--- src/hdl/isc_pkg.sv ---
// shared constants, types and helpers for the checkerboard ising sweep core
// no dependencies; compiled before every other file of the block

package isc_pkg;

   // lattice geometry
   localparam int SIDE  = 16;
   localparam int SITES = SIDE * SIDE * SIDE;
   localparam int CW    = $clog2(SIDE);
   localparam int AW    = $clog2(SITES);

   // running spin sum holds -SITES..+SITES
   localparam int SUM_W = $clog2(SITES) + 2;
   localparam logic signed [SUM_W-1:0] SUM_INIT = SUM_W'(-SITES);

   // payload widths
   localparam int RAND_W     = 16;
   localparam int SITE_IDX_W = 12;
   localparam int MAG_W      = 14;

   // threshold registers
   localparam int THR_W     = 16;
   localparam int CSR_W     = 64;
   localparam int CSR_NUM   = 4;
   localparam int CSR_IDX_W = 2;
   localparam int LANES     = CSR_W / THR_W;
   localparam int SLOT_W    = 4;

   // neighbour up count 0..6
   localparam int NBR_W = 3;

   // actions
   localparam logic ACT_UPDATE  = 1'b0;
   localparam logic ACT_RESTART = 1'b1;

   // read sequence: own spin, then the six wrapped neighbours
   localparam int STEP_W = 3;
   localparam logic [STEP_W-1:0] STEP_SELF = 3'd0;
   localparam logic [STEP_W-1:0] STEP_IP   = 3'd1;
   localparam logic [STEP_W-1:0] STEP_IM   = 3'd2;
   localparam logic [STEP_W-1:0] STEP_JP   = 3'd3;
   localparam logic [STEP_W-1:0] STEP_JM   = 3'd4;
   localparam logic [STEP_W-1:0] STEP_KP   = 3'd5;
   localparam logic [STEP_W-1:0] STEP_KM   = 3'd6;
   localparam logic [STEP_W-1:0] STEP_LAST = 3'd7;

   typedef enum logic [1:0] {
      ST_CLEAR,
      ST_IDLE,
      ST_GATHER,
      ST_DECIDE
   } state_type;

   typedef struct packed {
      logic restart;
      logic advance;
   } walk_ctrl_type;

   typedef struct packed {
      logic [AW-1:0] site_addr;
      logic [AW-1:0] rd_addr;
      logic          sweep_end;
   } walk_status_type;

   // linear site index i*SIDE*SIDE + j*SIDE + k
   function automatic logic [AW-1:0] site_addr(input logic [CW-1:0] ci,
                                               input logic [CW-1:0] cj,
                                               input logic [CW-1:0] ck);
      return AW'(ci) * AW'(SIDE * SIDE) + AW'(cj) * AW'(SIDE) + AW'(ck);
   endfunction

endpackage

--- src/hdl/isc_site_walk.sv ---
// checkerboard site cursor and neighbour address generator
// depends on isc_pkg

module isc_site_walk import isc_pkg::*; (
   input  logic              clock,
   input  logic              reset,
   input  walk_ctrl_type     ctrl,
   input  logic [STEP_W-1:0] rd_step,
   output walk_status_type   status
);

   logic [CW-1:0] ci_ff, ci_in;
   logic [CW-1:0] cj_ff, cj_in;
   logic [CW-1:0] ck_ff, ck_in;
   logic          parity_ff, parity_in;

   logic [CW:0]   k_two;
   logic          row_end;
   logic          pass_end;
   logic [CW-1:0] row_i;
   logic [CW-1:0] row_j;
   logic          row_par;
   logic [CW-1:0] i_up, i_dn, j_up, j_dn, k_up, k_dn;
   logic [CW-1:0] ri, rj, rk;

   // end of row and end of pass detection
   assign k_two    = {1'b0, ck_ff} + (CW+1)'(2);
   assign row_end  = k_two >= (CW+1)'(SIDE);
   assign pass_end = row_end && (ci_ff == CW'(SIDE - 1)) && (cj_ff == CW'(SIDE - 1));

   // next row coordinates inside the current pass
   always_comb begin
      row_i = ci_ff;
      row_j = cj_ff + CW'(1);
      if (cj_ff == CW'(SIDE - 1)) begin
         row_j = '0;
         row_i = ci_ff + CW'(1);
      end
   end

   assign row_par = parity_ff ^ row_i[0] ^ row_j[0];

   // cursor advance, pass change and restart
   always_comb begin
      ci_in     = ci_ff;
      cj_in     = cj_ff;
      ck_in     = ck_ff;
      parity_in = parity_ff;
      if (ctrl.restart) begin
         ci_in     = '0;
         cj_in     = '0;
         ck_in     = '0;
         parity_in = 1'b0;
      end else if (ctrl.advance) begin
         if (!row_end) begin
            ck_in = k_two[CW-1:0];
         end else if (!pass_end) begin
            ci_in = row_i;
            cj_in = row_j;
            ck_in = CW'(row_par);
         end else begin
            // other parity starts at (0,0,new parity)
            ci_in     = '0;
            cj_in     = '0;
            ck_in     = CW'(!parity_ff);
            parity_in = ~parity_ff;
         end
      end
   end

   always_ff @(posedge clock) begin
      if (reset) begin
         ci_ff     <= '0;
         cj_ff     <= '0;
         ck_ff     <= '0;
         parity_ff <= 1'b0;
      end else begin
         ci_ff     <= ci_in;
         cj_ff     <= cj_in;
         ck_ff     <= ck_in;
         parity_ff <= parity_in;
      end
   end

   // periodic neighbour coordinates
   assign i_up = (ci_ff == CW'(SIDE - 1)) ? '0 : ci_ff + CW'(1);
   assign i_dn = (ci_ff == '0) ? CW'(SIDE - 1) : ci_ff - CW'(1);
   assign j_up = (cj_ff == CW'(SIDE - 1)) ? '0 : cj_ff + CW'(1);
   assign j_dn = (cj_ff == '0) ? CW'(SIDE - 1) : cj_ff - CW'(1);
   assign k_up = (ck_ff == CW'(SIDE - 1)) ? '0 : ck_ff + CW'(1);
   assign k_dn = (ck_ff == '0) ? CW'(SIDE - 1) : ck_ff - CW'(1);

   // read address for the current step of the sequence
   always_comb begin
      ri = ci_ff;
      rj = cj_ff;
      rk = ck_ff;
      case (rd_step)
         STEP_IP: ri = i_up;
         STEP_IM: ri = i_dn;
         STEP_JP: rj = j_up;
         STEP_JM: rj = j_dn;
         STEP_KP: rk = k_up;
         STEP_KM: rk = k_dn;
         default: ri = ci_ff;
      endcase
   end

   assign status.site_addr = site_addr(ci_ff, cj_ff, ck_ff);
   assign status.rd_addr   = site_addr(ri, rj, rk);
   assign status.sweep_end = pass_end && parity_ff;

endmodule

--- config.mk ---
export PLATFORM = sky130hd
export DESIGN_NAME = isc_site_walk
export DESIGN_NICKNAME = d
export VERILOG_FILES = /design/src/hdl/isc_pkg.sv /design/src/hdl/isc_site_walk.sv
export SDC_FILE = /design/constraint.sdc
export NUM_CORES = 1
export LEC_CHECK = 0
export BUFFER_PORTS_ARGS = -buffer_cell sky130_fd_sc_hd__clkbuf_2
export CAP_MARGIN = 10
export CORE_UTILIZATION = 30
export DETAILED_ROUTE_END_ITERATION = 7
export GPL_TIMING_DRIVEN = 0
export PLACE_DENSITY_LB_ADDON = 0.25
export SKIP_LAST_GASP = 1
export SYNTH_ARGS = -nofsm -noshare
export SYNTH_HDL_FRONTEND = slang
export SYNTH_SLANG_ARGS = --single-unit
--- constraint.sdc ---
create_clock -name clock -period 3.1 [get_ports clock]
set_input_delay 0.155 -clock clock [delete_from_list [all_inputs] [get_ports clock]]
set_output_delay 0.155 -clock clock [all_outputs]
set_load 0.01 [all_outputs]
==> metrics.txt <==
clk sink count=13; Worst R2R Start=cj_ff[1]; synthesized area per cell=~7.3 um^2; Setup CP Type=flip-flop to output port; crit-path cells=inv_1 -> ha_1 -> a21boi_0 -> or3_1 -> a31oi_1 -> o22ai_1 -> clkbuf_2; DR vias/cell=5.23; Core ar.=around 0.0041 mm^2; Max-slew headroom=70.0%; Crit path required time=2940 ps; CP Launch Type=flip-flop; Detailed Place HPWL=2.49 mm; ys flop type=dfxtp_1; CTS tree=done; clock slew at reported path FFs=60 ps; sequential element share of the synthesized area=20.2%; CTS H-Tree Depth=1; most frequent cells after synthesis=nand2_1 (17), nor2_1 (16), dfxtp_1 (13); RSZ-0062 raised after global routing=false; post-route setup TNS=0 ps; Syn Nets=192; mapped cell area=approximately 0.0013 mm^2; Initial Utilization=31.7%; Routability Congestion=0.836; Final Hold Fails=0; Setup Fix Bufs, Post-CTS=0; Worst-Skew Late Latency=240 ps; R2R Path End=ci_ff[3]; largest area contributor in the netlist=dfxtp_1; total of max-cap violations=0; Worst setup startpoint=ck_ff[1]; DRC viols=0; WP depth=7; Ant. Diodes=0; Setup Skew=3.28 ps; GRT overflow=0; asr flop ratio synth=0%; EDFF count, synth=0; highest-delay cell along the critical path=dfxtp_1; initial antenna violation count=0; placed cell area=between 0.001 and 0.0015 mm^2; reg-to-reg slack, setup=1310 ps; Post-CTS Hold Buffers=0; Routed Antenna Nets=0; CP delay by family, top=flip-flops; crit path to=status[4]; top post-synthesis cells by area=dfxtp_1 (20%), ha_1 (8.8%), nand2_1 (5.0%); Hold WS=203 ps; CTS Buf Count=3; Util after Layout=37.9%; PD cells=251 mW/mm^2; Leakage=0.636 nW; vias in the first global route=1142; Worst path max stage delay=470 ps; chip width=67.5 um; Final Setup Violations=0; io pins=32; CTS resizes=0; Die ar.=0.00455 mm^2; most frequent cell after synthesis=nand2_1; worst IR drop on VDD=~0.14 mV; Synth top area share=20.2%; Mapped Cells=176; status=completed; reg2reg path depth=6; DR iter-0 viols=~110; NumNets Final=226; worst-margin pin slew=450 ps; share of cells above drive strength 1=22.0%; GRT Overall Usage=14.7%; CP Capture Type=output port; Layout area overhead=19.7%; Final Max Slew Viols=0; drt wl/cell=12.5 um; count of input and output buffers=29; Synth Warn #=0; Tmin final=2100 ps; HP Class=input port to flip-flop; CTS Buffer Depth=2; Synth Register Bits=13; Die Y=just under 70 um; Buf+Inv Stages, Crit Path=2; First-pass DRT Iterations=4; Crit path arrival time=1950 ps; FILL cells=451; Yosys cell types=47; crit-path max FO=7; num rows=23; global-route wire length before repair=5.18 mm; Fmax=approximately 480 MHz; final wirelength=around 3.2 mm; largest net degree at the start of global routing=11; via count=between 1000 and 1500; Final Cycle Share=roughly 68%; Root Driver=clkbuf_8; final instance area=~0.0015 mm^2
==> worst reg2reg max path, stage by stage (launching register included) <==
cell and delay, ps:
dfxtp_1 500, ha_1 290, and3_1 180, buf_2 160
nand2_1 130, or3_1 330, a21oi_1 150
==> final cells by class <==
class / instances / area, um^2 / share of cell area, %
Timing Repair Buffer: 29 / 145 / 9.43
Inverter: 11 / 41.3 / 2.68
Tap cell: 50 / 62.6 / 4.07
Sequential cell: 13 / 260 / 16.9
Clock buffer: 4 / 45.0 / 2.93
Buffer: 12 / 83.8 / 5.45
Multi-Input combinational cell: 140 / 901 / 58.5
==> cells in the final DEF (no fill, tap or decap), types with 3 or more instances in the layout <==
| master | instances |
|---|---|
| a211oi_1 | 4 |
| a21oi_1 | 12 |
| a31oi_1 | 5 |
| and3_1 | 4 |
| buf_2 | 4 |
| buf_6 | 4 |
| clkbuf_1 | 4 |
| clkbuf_2 | 29 |
| clkbuf_8 | 3 |
| dfxtp_1 | 13 |
| ha_1 | 9 |
| inv_1 | 11 |
| nand2_1 | 17 |
| nand2b_1 | 4 |
| nand3_1 | 4 |
| nor2_1 | 16 |
| nor3_1 | 4 |
| o211ai_1 | 5 |
| o21ai_0 | 10 |
| o31ai_1 | 4 |
| or3_1 | 4 |
| xnor2_1 | 5 |
| xor2_1 | 3 |
==> power by group <==
group | internal, mW | switching (mW)
clock network | 0.0906 | 0.0575
registers | 0.168 | 0.00204
logic | 0.0283 | 0.0396
==> stage by stage <==
| stage | cells | setup WS, ps | power, mW |
|---|---|---|---|
| after floorplan | 176 | 1420 | 0.220 |
| after global placement | 255 | 1270 | 0.242 |
| after detailed placement | 255 | 1250 | 0.242 |
| after CTS | 259 | 991 | 0.393 |
| after global routing | 259 | 880 | 0.413 |
| final | 259 | 995 | 0.386 |
==> kinds of logic (layout without fill, tap and decap cells) <==
family / after synthesis / in the layout / synth area share [%]
buf+inv: 23 / 56 / 9.73
xor+xnor: 8 / 8 / 5.45
compound gates: 55 / 55 / 28.3
fa+ha+maj: 9 / 9 / 8.76
simple gates: 66 / 66 / 26.0
flops: 13 / 13 / 20.2
mux: 2 / 2 / 1.56
==> worst min path at each step <==
stage | start | end | slack, ps | cells past startpoint
final | reset | ck_ff[3] | 200 | 3
after CTS | reset | ck_ff[3] | 200 | 3
after detailed placement | reset | ck_ff[3] | 450 | 3
after global placement | reset | ck_ff[3] | 450 | 3
after floorplan | ctrl[0] | ck_ff[1] | 300 | 2
after global routing | ctrl[1] | ck_ff[2] | 220 | 3
==> routing by layer <==
| metal | up-vias | wire length [um] | global-route usage, % | part of all wire [%] |
|---|---|---|---|---|
| met5 | - | 0 | 0 | 0 |
| met4 | 0 | 22 | 5.32 | 0.68 |
| met3 | 2 | 162 | 1.86 | 5.0 |
| met2 | 37 | 1400 | 22.4 | 43 |
| met1 | 616 | 1660 | 20.8 | 51 |
| li1 | 699 | - | - | - |
==> state kept, by name (all words and copies together) (netlist names) <==
signal     cells
parity_ff      1
ck_ff          4
cj_ff          4
ci_ff          4
No activity file was read; power rests on OpenSTA's default activity.
